$ cat config.mk
export PLATFORM = sky130hd
export DESIGN_NAME = char_lcd_nibble_sequencer
export DESIGN_NICKNAME = d
export VERILOG_FILES = /design/src/rtl/core/clns_pkg.sv /design/src/rtl/core/char_lcd_nibble_sequencer.sv /design/src/rtl/core/clns_front.sv /design/src/rtl/core/clns_queue.sv /design/src/rtl/core/clns_back.sv
export SDC_FILE = /design/constraint.sdc
export NUM_CORES = 1
export LEC_CHECK = 0
export BUFFER_PORTS_ARGS = -buffer_cell sky130_fd_sc_hd__buf_2
export CAP_MARGIN = 5
export CORE_UTILIZATION = 45
export CTS_BUF_LIST = sky130_fd_sc_hd__clkbuf_16
export CTS_CLUSTER_SIZE = 10
export DETAILED_ROUTE_END_ITERATION = 10
export PLACE_DENSITY_LB_ADDON = 0.12
export SLEW_MARGIN = 15
export SYNTH_ARGS = -nofsm -noshare
export SYNTH_HDL_FRONTEND = slang
export SYNTH_HIERARCHICAL = 1
export SYNTH_SLANG_ARGS = --single-unit
$ cat constraint.sdc
create_clock -name clk -period 3.6 [get_ports clk]
set_clock_uncertainty 0.2 [all_clocks]
set_input_delay 0.54 -clock clk [delete_from_list [all_inputs] [get_ports clk]]
set_output_delay 0.54 -clock clk [all_outputs]
set_load 0.1 [all_outputs]
$ cat src/rtl/core/clns_pkg.sv
// shared types, constants and step tables for the character lcd nibble sequencer
package clns_pkg;

    localparam int unsigned CYC_W  = 20;
    localparam int unsigned WAIT_W = 21;
    localparam int unsigned STEP_W = 4;

    // request opcodes
    localparam logic [1:0] OP_INIT   = 2'd0;
    localparam logic [1:0] OP_CMD    = 2'd1;
    localparam logic [1:0] OP_CHAR   = 2'd2;
    localparam logic [1:0] OP_CURSOR = 2'd3;

    // register indexes
    localparam logic [2:0] REG_ENABLE = 3'd0;
    localparam logic [2:0] REG_GAP    = 3'd1;
    localparam logic [2:0] REG_LONG   = 3'd2;
    localparam logic [2:0] REG_PWRUP  = 3'd3;
    localparam logic [2:0] REG_FIRST  = 3'd4;
    localparam logic [2:0] REG_LATER  = 3'd5;

    // register reset values
    localparam logic [CYC_W-1:0] RST_ENABLE = 20'd500;
    localparam logic [CYC_W-1:0] RST_GAP    = 20'd2000;
    localparam logic [CYC_W-1:0] RST_LONG   = 20'd65000;
    localparam logic [CYC_W-1:0] RST_PWRUP  = 20'd200000;
    localparam logic [CYC_W-1:0] RST_FIRST  = 20'd100000;
    localparam logic [CYC_W-1:0] RST_LATER  = 20'd30000;

    // extra wait selection
    localparam logic [1:0] EXTRA_NONE  = 2'd0;
    localparam logic [1:0] EXTRA_FIRST = 2'd1;
    localparam logic [1:0] EXTRA_LATER = 2'd2;
    localparam logic [1:0] EXTRA_LONG  = 2'd3;

    // lcd command bytes and raw nibbles
    localparam logic [7:0] CMD_CLEAR     = 8'h01;
    localparam logic [7:0] CMD_HOME      = 8'h02;
    localparam logic [7:0] CMD_FUNC_SET  = 8'h28;
    localparam logic [7:0] CMD_DISP_ON   = 8'h0C;
    localparam logic [7:0] CMD_ENTRY     = 8'h06;
    localparam logic [7:0] CMD_SET_DDRAM = 8'h80;
    localparam logic [6:0] ROW1_BASE     = 7'h40;
    localparam logic [3:0] RAW_INIT      = 4'h3;
    localparam logic [3:0] RAW_4BIT      = 4'h2;

    localparam logic [STEP_W-1:0] INIT_LAST_STEP = 4'd11;
    localparam logic [STEP_W-1:0] BYTE_LAST_STEP = 4'd1;

    typedef struct packed {
        logic [1:0] opcode;
        logic [7:0] data_byte;
        logic [5:0] column;
        logic       row;
    } in_beat_t;

    typedef struct packed {
        logic [CYC_W-1:0]  wait_before;
        logic              reg_select;
        logic [3:0]        nibble;
        logic [CYC_W-1:0]  strobe_cycles;
        logic [WAIT_W-1:0] wait_after;
        logic              last;
    } out_beat_t;

    typedef struct packed {
        logic [CYC_W-1:0] enable_high_cycles;
        logic [CYC_W-1:0] nibble_gap_cycles;
        logic [CYC_W-1:0] long_command_cycles;
        logic [CYC_W-1:0] powerup_cycles;
        logic [CYC_W-1:0] first_init_wait;
        logic [CYC_W-1:0] later_init_wait;
    } cfg_t;

    // classified request held between front and back
    typedef struct packed {
        logic       is_init;
        logic       reg_select;
        logic [7:0] value;
        logic       long_cmd;
    } job_t;

    function automatic logic [3:0] init_nibble(input logic [STEP_W-1:0] step);
        logic [3:0] nib;
        case (step)
            4'd0, 4'd1, 4'd2: nib = RAW_INIT;
            4'd3:             nib = RAW_4BIT;
            4'd4:             nib = CMD_FUNC_SET[7:4];
            4'd5:             nib = CMD_FUNC_SET[3:0];
            4'd6:             nib = CMD_DISP_ON[7:4];
            4'd7:             nib = CMD_DISP_ON[3:0];
            4'd8:             nib = CMD_ENTRY[7:4];
            4'd9:             nib = CMD_ENTRY[3:0];
            4'd10:            nib = CMD_CLEAR[7:4];
            4'd11:            nib = CMD_CLEAR[3:0];
            default:          nib = 4'h0;
        endcase
        return nib;
    endfunction

    function automatic logic [1:0] init_extra(input logic [STEP_W-1:0] step);
        logic [1:0] sel;
        case (step)
            4'd0:        sel = EXTRA_FIRST;
            4'd1, 4'd2:  sel = EXTRA_LATER;
            4'd11:       sel = EXTRA_LONG;
            default:     sel = EXTRA_NONE;
        endcase
        return sel;
    endfunction

endpackage

$ cat src/rtl/core/char_lcd_nibble_sequencer.sv
// top level of the character lcd nibble sequencer with its register file
// path: taken requests go through the job queue to the back-end output register
// throughput: one result beat per cycle while not stalled, set by the back-end
// step counter; command, character and cursor requests give two beats,
// initialise gives twelve
// a two-entry job queue lets requests be taken while results are stalled
// reset: rst_n async low, clears queue and sequencer, registers to defaults
module char_lcd_nibble_sequencer (
    input  logic                 clk,
    input  logic                 rst_n,
    // request channel
    input  logic                 in_valid,
    input  clns_pkg::in_beat_t   in_data,
    output logic                 in_stall,
    // result channel
    output logic                 out_valid,
    output clns_pkg::out_beat_t  out_data,
    input  logic                 out_stall,
    // register port
    input  logic                 psel,
    input  logic                 penable,
    input  logic                 pwrite,
    input  logic [4:0]           paddr,
    input  logic [31:0]          pwdata,
    output logic [31:0]          prdata,
    output logic                 pready
);

    clns_pkg::cfg_t  cfg_reg;
    clns_pkg::cfg_t  cfg_next;
    logic [2:0]      reg_idx;
    logic            reg_wr;
    logic [19:0]     rd_val;

    logic            q_full;
    logic            push;
    clns_pkg::job_t  push_job;
    logic            pop;
    logic            head_valid;
    clns_pkg::job_t  head_job;

    // register file: word-addressed, writes to unused slots dropped
    assign pready  = 1'b1;
    assign reg_idx = paddr[4:2];
    assign reg_wr  = psel && penable && pwrite && pready;

    always_comb
    begin
        cfg_next = cfg_reg;
        if (reg_wr)
        begin
            case (reg_idx)
                clns_pkg::REG_ENABLE: cfg_next.enable_high_cycles  = pwdata[19:0];
                clns_pkg::REG_GAP:    cfg_next.nibble_gap_cycles   = pwdata[19:0];
                clns_pkg::REG_LONG:   cfg_next.long_command_cycles = pwdata[19:0];
                clns_pkg::REG_PWRUP:  cfg_next.powerup_cycles      = pwdata[19:0];
                clns_pkg::REG_FIRST:  cfg_next.first_init_wait     = pwdata[19:0];
                clns_pkg::REG_LATER:  cfg_next.later_init_wait     = pwdata[19:0];
                default:              cfg_next = cfg_reg;
            endcase
        end
    end

    always_ff @(posedge clk or negedge rst_n)
    begin
        if (!rst_n)
        begin
            cfg_reg.enable_high_cycles  <= clns_pkg::RST_ENABLE;
            cfg_reg.nibble_gap_cycles   <= clns_pkg::RST_GAP;
            cfg_reg.long_command_cycles <= clns_pkg::RST_LONG;
            cfg_reg.powerup_cycles      <= clns_pkg::RST_PWRUP;
            cfg_reg.first_init_wait     <= clns_pkg::RST_FIRST;
            cfg_reg.later_init_wait     <= clns_pkg::RST_LATER;
        end
        else
        begin
            cfg_reg <= cfg_next;
        end
    end

    // read mux, unused slots read as zero
    always_comb
    begin
        case (reg_idx)
            clns_pkg::REG_ENABLE: rd_val = cfg_reg.enable_high_cycles;
            clns_pkg::REG_GAP:    rd_val = cfg_reg.nibble_gap_cycles;
            clns_pkg::REG_LONG:   rd_val = cfg_reg.long_command_cycles;
            clns_pkg::REG_PWRUP:  rd_val = cfg_reg.powerup_cycles;
            clns_pkg::REG_FIRST:  rd_val = cfg_reg.first_init_wait;
            clns_pkg::REG_LATER:  rd_val = cfg_reg.later_init_wait;
            default:              rd_val = '0;
        endcase
    end
    assign prdata = {12'd0, rd_val};

    // front end: classify request beats into jobs
    clns_front u_front (
        .in_valid (in_valid),
        .in_data  (in_data),
        .in_stall (in_stall),
        .q_full   (q_full),
        .push     (push),
        .push_job (push_job)
    );

    // job queue decouples request acceptance from result stalls
    clns_queue u_queue (
        .clk        (clk),
        .rst_n      (rst_n),
        .push       (push),
        .push_job   (push_job),
        .full       (q_full),
        .pop        (pop),
        .head_valid (head_valid),
        .head_job   (head_job)
    );

    // back end: one nibble beat per cycle into the output register when not stalled
    clns_back u_back (
        .clk        (clk),
        .rst_n      (rst_n),
        .cfg        (cfg_reg),
        .head_valid (head_valid),
        .head_job   (head_job),
        .pop        (pop),
        .out_valid  (out_valid),
        .out_data   (out_data),
        .out_stall  (out_stall)
    );

    // a taken request always leaves work queued for the back end
    assert property (@(posedge clk) disable iff (!rst_n)
        (in_valid && !in_stall) |=> head_valid)
        else $error("accepted request not visible in job queue");

    // enable strobe is never reported as zero cycles
    assert property (@(posedge clk) disable iff (!rst_n)
        out_valid |-> (out_data.strobe_cycles != '0))
        else $error("zero strobe time on result beat");

    // only the first initialise nibble carries a power-up wait
    assert property (@(posedge clk) disable iff (!rst_n)
        (out_valid && out_data.wait_before != '0) |->
            (out_data.nibble == clns_pkg::RAW_INIT && !out_data.reg_select
             && !out_data.last))
        else $error("power-up wait on a non-initialise beat");

endmodule

$ cat src/rtl/core/clns_front.sv
// request classifier: turns an input beat into a nibble job for the queue
module clns_front (
    input  logic                in_valid,
    input  clns_pkg::in_beat_t  in_data,
    output logic                in_stall,
    input  logic                q_full,
    output logic                push,
    output clns_pkg::job_t      push_job
);

    logic [6:0] addr;
    logic [7:0] value;
    logic       rs;

    always_comb
    begin
        addr  = (in_data.row ? clns_pkg::ROW1_BASE : 7'h00) + {1'b0, in_data.column};
        value = in_data.data_byte;
        rs    = 1'b0;
        case (in_data.opcode)
            clns_pkg::OP_CHAR:   rs = 1'b1;
            clns_pkg::OP_CURSOR: value = clns_pkg::CMD_SET_DDRAM | {1'b0, addr};
            default:             value = in_data.data_byte;
        endcase
    end

    assign push_job.is_init    = (in_data.opcode == clns_pkg::OP_INIT);
    assign push_job.reg_select = rs;
    assign push_job.value      = value;
    // only instructions get the settle time after clear or home
    assign push_job.long_cmd   = !rs && ((value == clns_pkg::CMD_CLEAR)
                                       || (value == clns_pkg::CMD_HOME));

    assign in_stall = q_full;
    assign push     = in_valid && !q_full;

endmodule

$ cat src/rtl/core/clns_queue.sv
// two-entry job queue between classifier and nibble sequencer
module clns_queue (
    input  logic            clk,
    input  logic            rst_n,
    input  logic            push,
    input  clns_pkg::job_t  push_job,
    output logic            full,
    input  logic            pop,
    output logic            head_valid,
    output clns_pkg::job_t  head_job
);

    clns_pkg::job_t mem [2];
    logic       wr_ptr_reg;
    logic       wr_ptr_next;
    logic       rd_ptr_reg;
    logic       rd_ptr_next;
    logic [1:0] count_reg;
    logic [1:0] count_next;

    always_comb
    begin
        wr_ptr_next = push ? !wr_ptr_reg : wr_ptr_reg;
        rd_ptr_next = pop ? !rd_ptr_reg : rd_ptr_reg;
        count_next  = count_reg;
        if (push && !pop)
        begin
            count_next = count_reg + 2'd1;
        end
        else if (pop && !push)
        begin
            count_next = count_reg - 2'd1;
        end
    end

    always_ff @(posedge clk or negedge rst_n)
    begin
        if (!rst_n)
        begin
            wr_ptr_reg <= 1'b0;
            rd_ptr_reg <= 1'b0;
            count_reg  <= 2'd0;
        end
        else
        begin
            wr_ptr_reg <= wr_ptr_next;
            rd_ptr_reg <= rd_ptr_next;
            count_reg  <= count_next;
        end
    end

    always_ff @(posedge clk)
    begin
        if (push)
        begin
            mem[wr_ptr_reg] <= push_job;
        end
    end

    assign full       = (count_reg == 2'd2);
    assign head_valid = (count_reg != 2'd0);
    assign head_job   = mem[rd_ptr_reg];

endmodule

$ cat src/rtl/core/clns_back.sv
// nibble sequencer: steps through a job and fills the output register
module clns_back (
    input  logic                 clk,
    input  logic                 rst_n,
    input  clns_pkg::cfg_t       cfg,
    input  logic                 head_valid,
    input  clns_pkg::job_t       head_job,
    output logic                 pop,
    output logic                 out_valid,
    output clns_pkg::out_beat_t  out_data,
    input  logic                 out_stall
);

    logic [clns_pkg::STEP_W-1:0] step_reg;
    logic [clns_pkg::STEP_W-1:0] step_next;
    logic                        out_valid_reg;
    logic                        out_valid_next;
    clns_pkg::out_beat_t         out_reg;
    clns_pkg::out_beat_t         out_next;

    logic                        advance;
    logic                        last_step;
    logic [1:0]                  extra_sel;
    logic [clns_pkg::CYC_W-1:0]  extra;

    assign advance   = head_valid && (!out_valid_reg || !out_stall);
    assign last_step = head_job.is_init ? (step_reg == clns_pkg::INIT_LAST_STEP)
                                        : (step_reg == clns_pkg::BYTE_LAST_STEP);
    assign pop       = advance && last_step;

    always_comb
    begin
        if (head_job.is_init)
        begin
            extra_sel = clns_pkg::init_extra(step_reg);
        end
        else
        begin
            extra_sel = (step_reg[0] && head_job.long_cmd) ? clns_pkg::EXTRA_LONG
                                                           : clns_pkg::EXTRA_NONE;
        end
        case (extra_sel)
            clns_pkg::EXTRA_FIRST: extra = cfg.first_init_wait;
            clns_pkg::EXTRA_LATER: extra = cfg.later_init_wait;
            clns_pkg::EXTRA_LONG:  extra = cfg.long_command_cycles;
            default:               extra = '0;
        endcase

        out_next.wait_before = (head_job.is_init && step_reg == '0) ? cfg.powerup_cycles
                                                                    : '0;
        out_next.reg_select  = head_job.reg_select;
        if (head_job.is_init)
        begin
            out_next.nibble = clns_pkg::init_nibble(step_reg);
        end
        else
        begin
            out_next.nibble = step_reg[0] ? head_job.value[3:0] : head_job.value[7:4];
        end
        out_next.strobe_cycles = (cfg.enable_high_cycles == '0) ? 20'd1
                                                                : cfg.enable_high_cycles;
        out_next.wait_after    = {1'b0, cfg.nibble_gap_cycles} + {1'b0, extra};
        out_next.last          = last_step;

        step_next = step_reg;
        if (advance)
        begin
            step_next = last_step ? '0 : step_reg + 4'd1;
        end

        if (advance)
        begin
            out_valid_next = 1'b1;
        end
        else if (out_stall)
        begin
            out_valid_next = out_valid_reg;
        end
        else
        begin
            out_valid_next = 1'b0;
        end
    end

    always_ff @(posedge clk or negedge rst_n)
    begin
        if (!rst_n)
        begin
            step_reg      <= '0;
            out_valid_reg <= 1'b0;
        end
        else
        begin
            step_reg      <= step_next;
            out_valid_reg <= out_valid_next;
        end
    end

    always_ff @(posedge clk)
    begin
        if (advance)
        begin
            out_reg <= out_next;
        end
    end

    assign out_valid = out_valid_reg;
    assign out_data  = out_reg;

endmodule

==> impl_metrics.tcl, run 1 <==
set metrics [dict create \
    run_status "finished, final reports clean" \
    std_cell_rows 57 \
    dieArea_um2 25400 \
    clock_latency_ps 530 \
    final-seq-area_um2 5950 \
    synth_top_area_share_pct 24.0 \
    yosysSeqAreaShare_pct 53.4 \
    drive_above_1_share_pct 52.7 \
    synthTopCellsByCount "172 x mux2_2, 89 x edfxtp_1, 87 x dfrtp_1, 42 x dfstp_2, 41 x nand2_1" \
    drt_iter0_markers 312 \
    detailed_place_hpwl_um 19300 \
    cts.path.max_buffers 3 \
    reg2reg_from "u_back/step_reg[1]" \
    ys_types 65 \
    start_util_pct 45.8 \
    finalSetupViolCount 0 \
    die_h_um 159 \
    nNetsFinal 1175 \
    io_pins 163 \
    hold_path_class "input pin to flop" \
    track_usage_pct 22.1 \
    syn2layout_area_growth_pct 28.4 \
    p_clk_share_pct 18.8 \
    finalHoldViolations 0 \
    yosys_warnings 6 \
    synth_area_leaders "edfxtp_1 24%, dfrtp_1 20%, mux2_2 17%" \
    postSynthAreaPerCell_um2 12.7 \
    grt-ovfl-total 0 \
    synthAdderAreaFrac_pct 3.32 \
    synthMuxAreaShare_pct 20.6 \
    cp.required_ps 3670 \
    dp.cells 1362 \
    netlist_area_um2 11100 \
    coreArea_um2 24300 \
    io_buffer_count 135 \
    grt_pass1_wl_um 43600 \
    clk_pin_slew_worst_paths_ps 60 \
    r2r_cells 18 \
    switching_share_pct 45.4 \
    whs_ps 45.3 \
    arrival_ps 3630 \
    hold_depth 3 \
    rsz0062_at_grt "true" \
    largest_reg_flops 120 \
    ir_drop_v 0.000745 \
    period_share_pct 98.8 \
    vias 7618 \
    power_switching_mw 5.96 \
    gp_congestion 0.805 \
    hold-path-endpoint "u_back/out_valid" \
    synthArstFlopShare_pct 59.2 \
    fmax_mhz 281 \
    start_kind "flop" \
    synth_compound_area_share_pct 8.70 \
    relSlewSlack_pct 49.0 \
    cts-buffers-inserted 27 \
    max_slew.worst_pin.slew_ps 764 \
    final_max_slew_viol_count 0 \
    synth_seq_cells 218 \
    leakagePower_nw 6.30 \
    synthCells 876 \
    worstPathMaxFanout 7 \
    fin_cells 1428 \
    cts_tree "built" \
    period_minus_slack_ps 3560 \
    dr.pass1.iters 4 \
    synth.most_common_cell "mux2_2" \
    synth_top_family_by_area "multiplexers" \
    hold_start "out_stall" \
    p_int_mw 7.16 \
    crit-reg2reg-capture "u_back/out_data[19]" \
    power_frac_comb_pct 51.5 \
    synth_ff_type "edfxtp_1" \
    ant_nets 0 \
    routed_wirelength_um 28300 \
    seqPwrFrac_pct 29.7 \
    crit_type "flop to flop" \
    avgRoutedWirePerCell_um 19.8 \
    htreeDepth 1 \
    place_area_um2 13000 \
    crit_path_start "u_back/step_reg[1]" \
    multi_input_area_um2 5180 \
    cts-root-buf "clkbuf_16" \
    yosysTopAreaCell "edfxtp_1" \
    grt_pass1_vias 7657 \
    die_w_um 159 \
    grt_max_degree 63 \
    design_area_um2 14300 \
    n_fill_cell 2018 \
    yosys.area_share.simple_pct 8.03 \
    cap_violations 0 \
    drc 0 \
    vias_per_cell 5.33 \
    diodes 0 \
    crit_path_end_kind "flop" \
    antenna_found_initial 0 \
    yosys.area_share.xor_xnor_pct 1.73 \
    cts_sinks 218 \
    cellPowerDensity_nw_per_um2 918 \
    reg2reg_slack_ps 40 \
    synth_enable_flop_cells 89 \
]
## layout make-up
cell class | count | area share [%]
clock buffers | 28 | 4.90
well taps | 324 | 2.83
inverters | 9 | 0.262
repair buffers | 253 | 13.4
clock inverters | 20 | 0.743
flip-flops and latches | 218 | 41.6
multi-input cells | 576 | 36.2
## critical path, cell delays in order (launching register included)
cell and delay [ps]:
dfrtp_1 410, inv_2 90, ha_4 130, mux2i_1 60
o21a_2 230, buf_12 150, buf_12 140, buf_6 110
mux2_4 290, a22oi_2 150, nor2_2 80, ha_4 180
buf_4 130, a21o_1 160, nand4_1 110, nand3_2 130
a21oi_4 270, o21bai_1 120, xor2_1 150
## layout by cell type (no fill, tap or decap), types with 5 or more instances in the layout
cell type and count:
a21o_1 12, a21oi_1 31, a221oi_1 7, a22oi_1 5, a22oi_2 15, a31oi_1 10
and2_1 22, buf_12 22, buf_2 119, buf_4 101, buf_6 10, clkbuf_16 28
conb_1 13, dfrtp_1 87, dfstp_2 42, edfxtp_1 89, ha_1 20, ha_4 6
inv_1 23, mux2_2 166, mux2_4 15, mux2i_1 21, nand2_1 38, nand2b_1 5
nand3_1 8, nand4_1 5, nor2_1 30, nor2_2 5, nor2b_1 7, nor3b_1 5
nor4_1 5, o21ai_0 6, o21ai_1 5, o221ai_1 9, xnor2_1 9, xor2_1 12
## timing repair
item / in CTS / in global routing
gates resized for setup: 50 / 39
buffers inserted: 8 / 10
cloned: 0 / 1
setup endpoints to repair: 10 / 11
hold endpoints to repair: 36 / 0
hold buffers: 1 / 0
pin swaps: 35 / 35
## logic make-up (layout without fill, tap and decap cells)
family | count (synthesis) | after routing
AO/OA/AOI/OAI | 140 | 140
adder cells (fa/ha/maj) | 29 | 29
multiplexers | 203 | 203
flip-flops | 218 | 218
buffers and inverters | 93 | 310
other | 2 | 13
AND/OR/NAND/NOR | 169 | 169
XOR/XNOR | 22 | 22
## metal layers
| layer | vias to the layer above | wire (um) | track usage (%) |
|---|---|---|---|
| li1 | 3619 | - | - |
| met2 | 163 | 13600 | 36.4 |
| met5 | - | 0 | 0 |
| met1 | 3799 | 13100 | 31.2 |
| met3 | 37 | 1120 | 2.53 |
| met4 | 0 | 441 | 5.46 |
## power groups by stage
stage | clock network, mW | logic (mW) | registers, mW
finish | 2.46 | 6.76 | 3.90
global route | 2.62 | 7.08 | 3.99
CTS | 2.51 | 6.51 | 3.90
detailed placement | 0 | 6.19 | 3.93
global placement | 0 | 6.17 | 3.91
floorplan | 0 | 2.47 | 6.14
## per-stage QoR
step | setup WS, ps | utilization [%] | TNS (ps) | power (mW)
finish | 41.5 | 58.8 | 0 | 13.1
global route | -107 | 58.8 | -668 | 13.7
CTS | -16.9 | 57.7 | -87.1 | 12.9
detailed placement | -149 | 53.3 | -941 | 10.1
global placement | -107 | 53.3 | -560 | 10.1
floorplan | -6.68 | - | -17.9 | 8.62
## worst max path at each step
stage | endpoint | cells past startpoint | slack, ps
2_1_floorplan | prdata[5] | 5 | -7
3_3_place_gp | u_back/out_data[18] | 15 | -110
3_5_place_dp | u_back/out_data[14] | 15 | -150
4_1_cts | u_back/out_data[19] | 16 | -20
5_1_grt | u_back/out_data[19] | 16 | -110
6_report | u_back/out_data[19] | 18 | 40
Power figures use the tool's default switching activity.
==> inputs of run 2 (changes only) <==
--- a/config.mk
+++ b/config.mk
@@ -5,6 +5,7 @@
 export SDC_FILE = /design/constraint.sdc
 export NUM_CORES = 1
 export LEC_CHECK = 0
+export ABC_CLOCK_PERIOD_IN_PS = 3600
 export BUFFER_PORTS_ARGS = -buffer_cell sky130_fd_sc_hd__buf_2
 export CAP_MARGIN = 5
 export CORE_UTILIZATION = 45
@@ -15,5 +16,4 @@
 export SLEW_MARGIN = 15
 export SYNTH_ARGS = -nofsm -noshare
 export SYNTH_HDL_FRONTEND = slang
-export SYNTH_HIERARCHICAL = 1
 export SYNTH_SLANG_ARGS = --single-unit
==> run 2 against run 1 <==
  * The flow now finishes with violations (negative setup slack)
  * Sequential power increased by 2%
  * Worst hold slack got worse by 25 ps
  * Die area decreased by 5.4%
  * Maximum frequency decreased by 4.4%
  * Critical path depth decreased by 2
  * Via count decreased by 1.3%
  * Sequential share of layout area increased by 3.3 points
  * Worst setup slack got worse by 160 ps
  * Flip-flop and latch count unchanged
  * Non-clock buffer count decreased by 9
  * Largest cell class unchanged
==> impl_metrics.tcl, run 2 <==
set metrics [dict create \
    cp.required_ps 3660 \
    cellPowerDensity_nw_per_um2 961 \
    setup_tns_ps -705 \
    synth_area_leaders "edfxtp_1 25%, dfrtp_1 21%, mux2_2 14%" \
    power.total_mw 12.7 \
    synth_ff_type "edfxtp_1" \
    violations "negative setup slack" \
    crit_path_start "u_back.step_reg[0]" \
    rsz0062_at_grt "true" \
    vias 7522 \
    arrival_ps 3780 \
    htreeDepth 1 \
    crit_path_end_kind "flop" \
    fmax_mhz 269 \
    power_switching_mw 5.98 \
    coreArea_um2 22800 \
    period_share_pct 103 \
    cp_cell_sequence "buf_6, ha_4, o21a_4, o21ai_4, buf_12, a21boi_4, a22oi_2, nand2_1, ha_2, buf_4, a211o_1, a21oi_2, o211ai_1, a31oi_1, o221ai_2, xor2_1" \
    largest_reg_flops 120 \
    cts-buffers-inserted 26 \
    yosys_warnings 0 \
    die_h_um 155 \
    vias_per_cell 5.51 \
    run_status "complete, but fails checks" \
    fin_cells 1364 \
    hold_start "out_stall" \
    layout_commonest_cell "buf_2" \
    synth_seq_cells 218 \
    worstPathMaxFanout 6 \
    routed_wirelength_um 27500 \
    synthTopCellsByCount "128 x mux2_2, 89 x edfxtp_1, 87 x dfrtp_1, 67 x a22oi_1" \
    synth.most_common_cell "mux2_2" \
    synthCells 820 \
    period_minus_slack_ps 3720 \
    synth_enable_flop_cells 89 \
    yosysTopAreaCell "edfxtp_1" \
    grt_pass1_wl_um 42400 \
    n_fill_cell 1936 \
    seqPwrFrac_pct 31.2 \
    std_cell_rows 55 \
    ys_types 57 \
    hold_path_class "input pin to flop" \
    reg2reg_from "u_back.step_reg[0]" \
    cap_violations 0 \
    grt_pass1_vias 7615 \
    grt-ovfl-total 0 \
    netlist_area_um2 10500 \
    ant_nets 0 \
    io_buffer_count 135 \
    clock_latency_ps 540 \
    cts_tree "built" \
    drive_above_1_share_pct 47.9 \
    finalSetupViolCount 10 \
    drt_iter0_markers 454 \
    antenna_found_initial 2 \
    nNetsFinal 1120 \
    slowest_stage "dfrtp_2" \
    p_int_mw 6.77 \
    ir_drop_v 0.000655 \
    place_area_um2 12100 \
    cts-root-buf "clkbuf_16" \
    crit_type "flop to flop" \
    final_max_slew_viol_count 0 \
    multi_input_area_um2 4530 \
    switching_share_pct 46.9 \
    power_frac_comb_pct 50.8 \
    avgRoutedWirePerCell_um 20.2 \
    critPathTopFamily "compound AO/OA/AOI/OAI gates" \
    postSynthAreaPerCell_um2 12.8 \
    dieArea_um2 24000 \
    dp.cells 1298 \
    track_usage_pct 23.0 \
    leakagePower_nw 5.83 \
    cts_sinks 218 \
    layout_common_cells "134 x buf_2, 128 x mux2_2, 97 x buf_4" \
    start_kind "flop" \
    max_slew.worst_pin.slew_ps 1040 \
    synthArstFlopShare_pct 59.2 \
    critPathBufInv 3 \
    detailed_place_hpwl_um 18400 \
    dr.pass1.iters 5 \
    synth_top_area_share_pct 25.4 \
    p_clk_share_pct 18.0 \
    pre_cts_slack_ps -248 \
    final-seq-area_um2 5960 \
    yosysSeqAreaShare_pct 56.5 \
    io_pins 163 \
    worst_path_largest_cell_delay_ps 470 \
    fin_ws_ps -122 \
    die_w_um 155 \
    design_area_um2 13300 \
    cts.path.max_buffers 3 \
    start_util_pct 46.3 \
    clk_pin_slew_worst_paths_ps 60 \
    drc 0 \
    relSlewSlack_pct 29.8 \
    gp_congestion 0.851 \
    syn2layout_area_growth_pct 25.8 \
    grt_max_degree 71 \
    finalHoldViolations 0 \
]
## run 2: changes by cell type after synthesis, sizes merged, moves of 10 or more
cell / change
buf: -15
nor2: -16
mux2: -53
nand3: +31
o21ai: +11
nand2: -10
a21oi: -13
a22oi: +47
## run 2: path summary, 6_finish.rpt
path / end / slack [ps] / cells after the start
max: u_back.out_data[20] / -120 / 16
min: u_back.out_valid / 20 / 3
max reg2reg: u_back.out_data[20] / -120 / 16
min reg2reg: u_back.out_valid / 290 / 2
max in group asynchronous: cfg_reg[57] / 2050 / 3
min in group asynchronous: cfg_reg[92] / 360 / 2
## run 2: routing by layer
layer,up-vias,GRT usage (%),part of all wire (%)
met5,-,0,0.040
met4,2,6.88,2.1
met3,48,4.07,4.8
met2,193,38.5,49
met1,3812,30.6,44
li1,3467,-,-
## run 2: worst register-to-register path, stage by stage (launching register included)
cell	delay [ps]
dfrtp_2	470
buf_6	140
ha_4	150
o21a_4	200
o21ai_4	160
buf_12	140
a21boi_4	90
a22oi_2	170
nand2_1	90
ha_2	190
buf_4	140
a211o_1	320
a21oi_2	170
o211ai_1	250
a31oi_1	300
o221ai_2	140
xor2_1	150
## run 2: cells by family (layout without fill, tap and decap cells)
group                      Yosys count  in the layout  synth area share (%)
DFF                                218            218                  56.5
buffers and inverters               88            307                  3.98
xor gates and xnor gates            22             22                  1.83
muxes                              146            146                  16.1
and+or+nand+nor                    152            152                  7.35
AOI/OAI and AO/OA                  163            163                  10.7
adders and majority gates           29             29                  3.52
other                                2             14                0.0713
## run 2: power groups by stage
stage          Clock (mW)  Combinational, mW  Sequential [mW]
2_1_floorplan           0               2.35             6.26
3_3_place_gp            0               6.00             3.99
3_5_place_dp            0               6.04             4.00
4_1_cts              2.34               6.35             3.97
5_1_grt              2.45               6.82             4.06
6_report             2.29               6.48             3.98
## run 2: per-stage QoR
stage          hold slack (ps)  util, %
3_3_place_gp               278     53.0
6_report                  20.3     58.2
2_1_floorplan             44.4        -
3_5_place_dp               279     53.0
5_1_grt                   47.5     58.2
4_1_cts                   9.86     57.6
## run 2: layout make-up
class / count / share of cell area [%]
clock inverter: 22 / 0.727
sequential: 218 / 44.9
tap: 313 / 2.95
clock buffer: 26 / 4.91
inverter: 15 / 0.453
timing repair buffer: 244 / 11.8
antenna: 1 / 0.0189
multi-input combinational: 525 / 34.2
## run 2: what timing repair did
item | 4_1_cts | 5_1_grt
endpoints found under the hold margin | 25 | 0
gates resized for setup | 48 | 22
pin swaps | 33 | 22
hold buffers | 1 | 0
buffers inserted | 15 | 6
endpoints found under the setup margin | 12 | 15
==> inputs of run 3 (changes only) <==
--- a/config.mk
+++ b/config.mk
@@ -12,6 +12,7 @@
 export CTS_BUF_LIST = sky130_fd_sc_hd__clkbuf_16
 export CTS_CLUSTER_SIZE = 10
 export DETAILED_ROUTE_END_ITERATION = 10
+export HOLD_SLACK_MARGIN = 0.03
 export PLACE_DENSITY_LB_ADDON = 0.12
 export SLEW_MARGIN = 15
 export SYNTH_ARGS = -nofsm -noshare
==> run 3 against run 2 <==
  * The flow still finishes with violations (negative setup slack)
  * Register-to-register slack barely moved
  * Critical path depth did not move
  * Via count rose by 0.23%
  * Count of clock-buffer cells in the layout did not move
  * Wire length rose by 0.13%
  * Worst hold slack improved by 93 ps
  * First-iteration DRC count rose by 13%
  * Sequential share of layout area barely moved
  * Die area did not move
  * Worst setup slack improved by 3.9 ps
  * Clock power barely moved
  * Largest cell class unchanged
  * Largest power group unchanged
==> impl_metrics.tcl, run 3 (same netlist as run 2, synthesis figures left out) <==
set metrics [dict create \
    leakagePower_nw 5.84 \
    layout_commonest_cell "buf_2" \
    routed_wirelength_um 27500 \
    antenna_found_initial 2 \
    dieArea_um2 24000 \
    ir_drop_v 0.000654 \
    drt_iter0_markers 512 \
    drc 0 \
    cts.path.max_buffers 3 \
    fin_ws_ps -118 \
    grt-ovfl-total 0 \
    n_fill_cell 1935 \
    crit_path_start "u_back.step_reg[0]" \
    track_usage_pct 23.0 \
    finalSetupViolCount 9 \
    clk_pin_slew_worst_paths_ps 60 \
    largest_reg_flops 120 \
    dr.pass1.iters 5 \
    drive_above_1_share_pct 47.9 \
    final-seq-area_um2 5960 \
    layout_common_cells "134 x buf_2, 128 x mux2_2, 97 x buf_4" \
    avgRoutedWirePerCell_um 20.2 \
    whs_ps 113 \
    io_buffer_count 135 \
    cp.required_ps 3660 \
    vias 7539 \
    htreeDepth 1 \
    detailed_place_hpwl_um 18400 \
    hold_start "pwdata[2]" \
    max_slew.worst_pin.slew_ps 1070 \
    run_status "complete, but fails checks" \
    grt_pass1_vias 7627 \
    coreArea_um2 22800 \
    place_area_um2 12100 \
    violations "negative setup slack" \
    std_cell_rows 55 \
    period_minus_slack_ps 3720 \
    cap_violations 0 \
    die_w_um 155 \
    grt_pass1_wl_um 42500 \
    die_h_um 155 \
    cts-root-buf "clkbuf_16" \
    worstPathMaxFanout 6 \
    design_area_um2 13300 \
    relSlewSlack_pct 28.0 \
    start_util_pct 46.3 \
    crit_path_end_kind "flop" \
    crit_type "flop to flop" \
    syn2layout_area_growth_pct 25.9 \
    rsz0062_at_grt "true" \
    gp_congestion 0.851 \
    reg2reg_from "u_back.step_reg[0]" \
    ant_nets 0 \
    finalHoldViolations 0 \
    cts_sinks 218 \
    hold_path_class "input pin to flop" \
    grt_max_degree 71 \
    cts_tree "built" \
    start_kind "flop" \
    cts-buffers-inserted 26 \
    cellPowerDensity_nw_per_um2 961 \
    nNetsFinal 1121 \
    final_util_pct 58.2 \
    fmax_mhz 269 \
    period_share_pct 103 \
    vias_per_cell 5.52 \
    clock_latency_ps 540 \
    arrival_ps 3780 \
    final_max_slew_viol_count 0 \
    io_pins 163 \
    multi_input_area_um2 4530 \
]
## run 3: changes by cell type in the layout (fill, tap and decap cells not counted), sizes merged
cell / before / now
dlygate4sd3: 1 / 2
## run 3: cell type report
class | instances | share of cell area (%)
sequential | 218 | 44.9
antenna | 1 | 0.0189
inverter | 15 | 0.453
multi-input combinational | 525 | 34.1
tap | 313 | 2.95
timing repair buffer | 245 | 11.9
clock buffer | 26 | 4.90
clock inverter | 22 | 0.726
## run 3: through the flow
stage,cells,total power [mW],setup TNS (ps),worst slack (ps)
5_1_grt,1365,13.3,-1940,-228
2_1_floorplan,831,8.61,-125,-62.4
6_report,1365,12.7,-660,-118
3_3_place_gp,1298,9.99,-1620,-224
3_5_place_dp,1298,10.0,-2060,-248
4_1_cts,1360,12.7,-567,-174
## run 3: final timing paths
check | slack, ps | cells past startpoint | to
min in group asynchronous | 350 | 2 | cfg_reg[92]
min reg2reg | 290 | 2 | u_back.out_valid
max in group asynchronous | 2050 | 3 | cfg_reg[57]
max reg2reg | -120 | 16 | u_back.out_data[20]
min | 110 | 2 | cfg_reg[2]
max | -120 | 16 | u_back.out_data[20]
## run 3: timing repair
action / CTS / global route
setup endpoints to repair: 12 / 15
pin swaps: 33 / 22
hold buffers: 2 / 0
hold endpoints to repair: 26 / 0
buffers inserted: 15 / 6
resized for setup: 48 / 22
## run 3: critical path: stages (launching register included)
cell and delay, ps:
dfrtp_2 470, buf_6 140, ha_4 150, o21a_4 200, o21ai_4 160, buf_12 140, a21boi_4 80, a22oi_2 170
nand2_1 90, ha_2 190, buf_4 140, a211o_1 320, a21oi_2 170, o211ai_1 250, a31oi_1 300, o221ai_2 140
xor2_1 150
## run 3: power by group
part           switching (mW)  internal, mW
registers               0.420          3.56
clock network           0.997          1.30
logic                    4.56          1.91
total                    5.98          6.77
## run 3: per-layer routing
metal | vias up | share of wire [%] | global-route usage (%)
met4 | 2 | 2.2 | 6.88
met3 | 54 | 4.9 | 4.07
met1 | 3810 | 43 | 30.6
li1 | 3467 | - | -
met2 | 206 | 50 | 38.5
met5 | - | 0.040 | 0
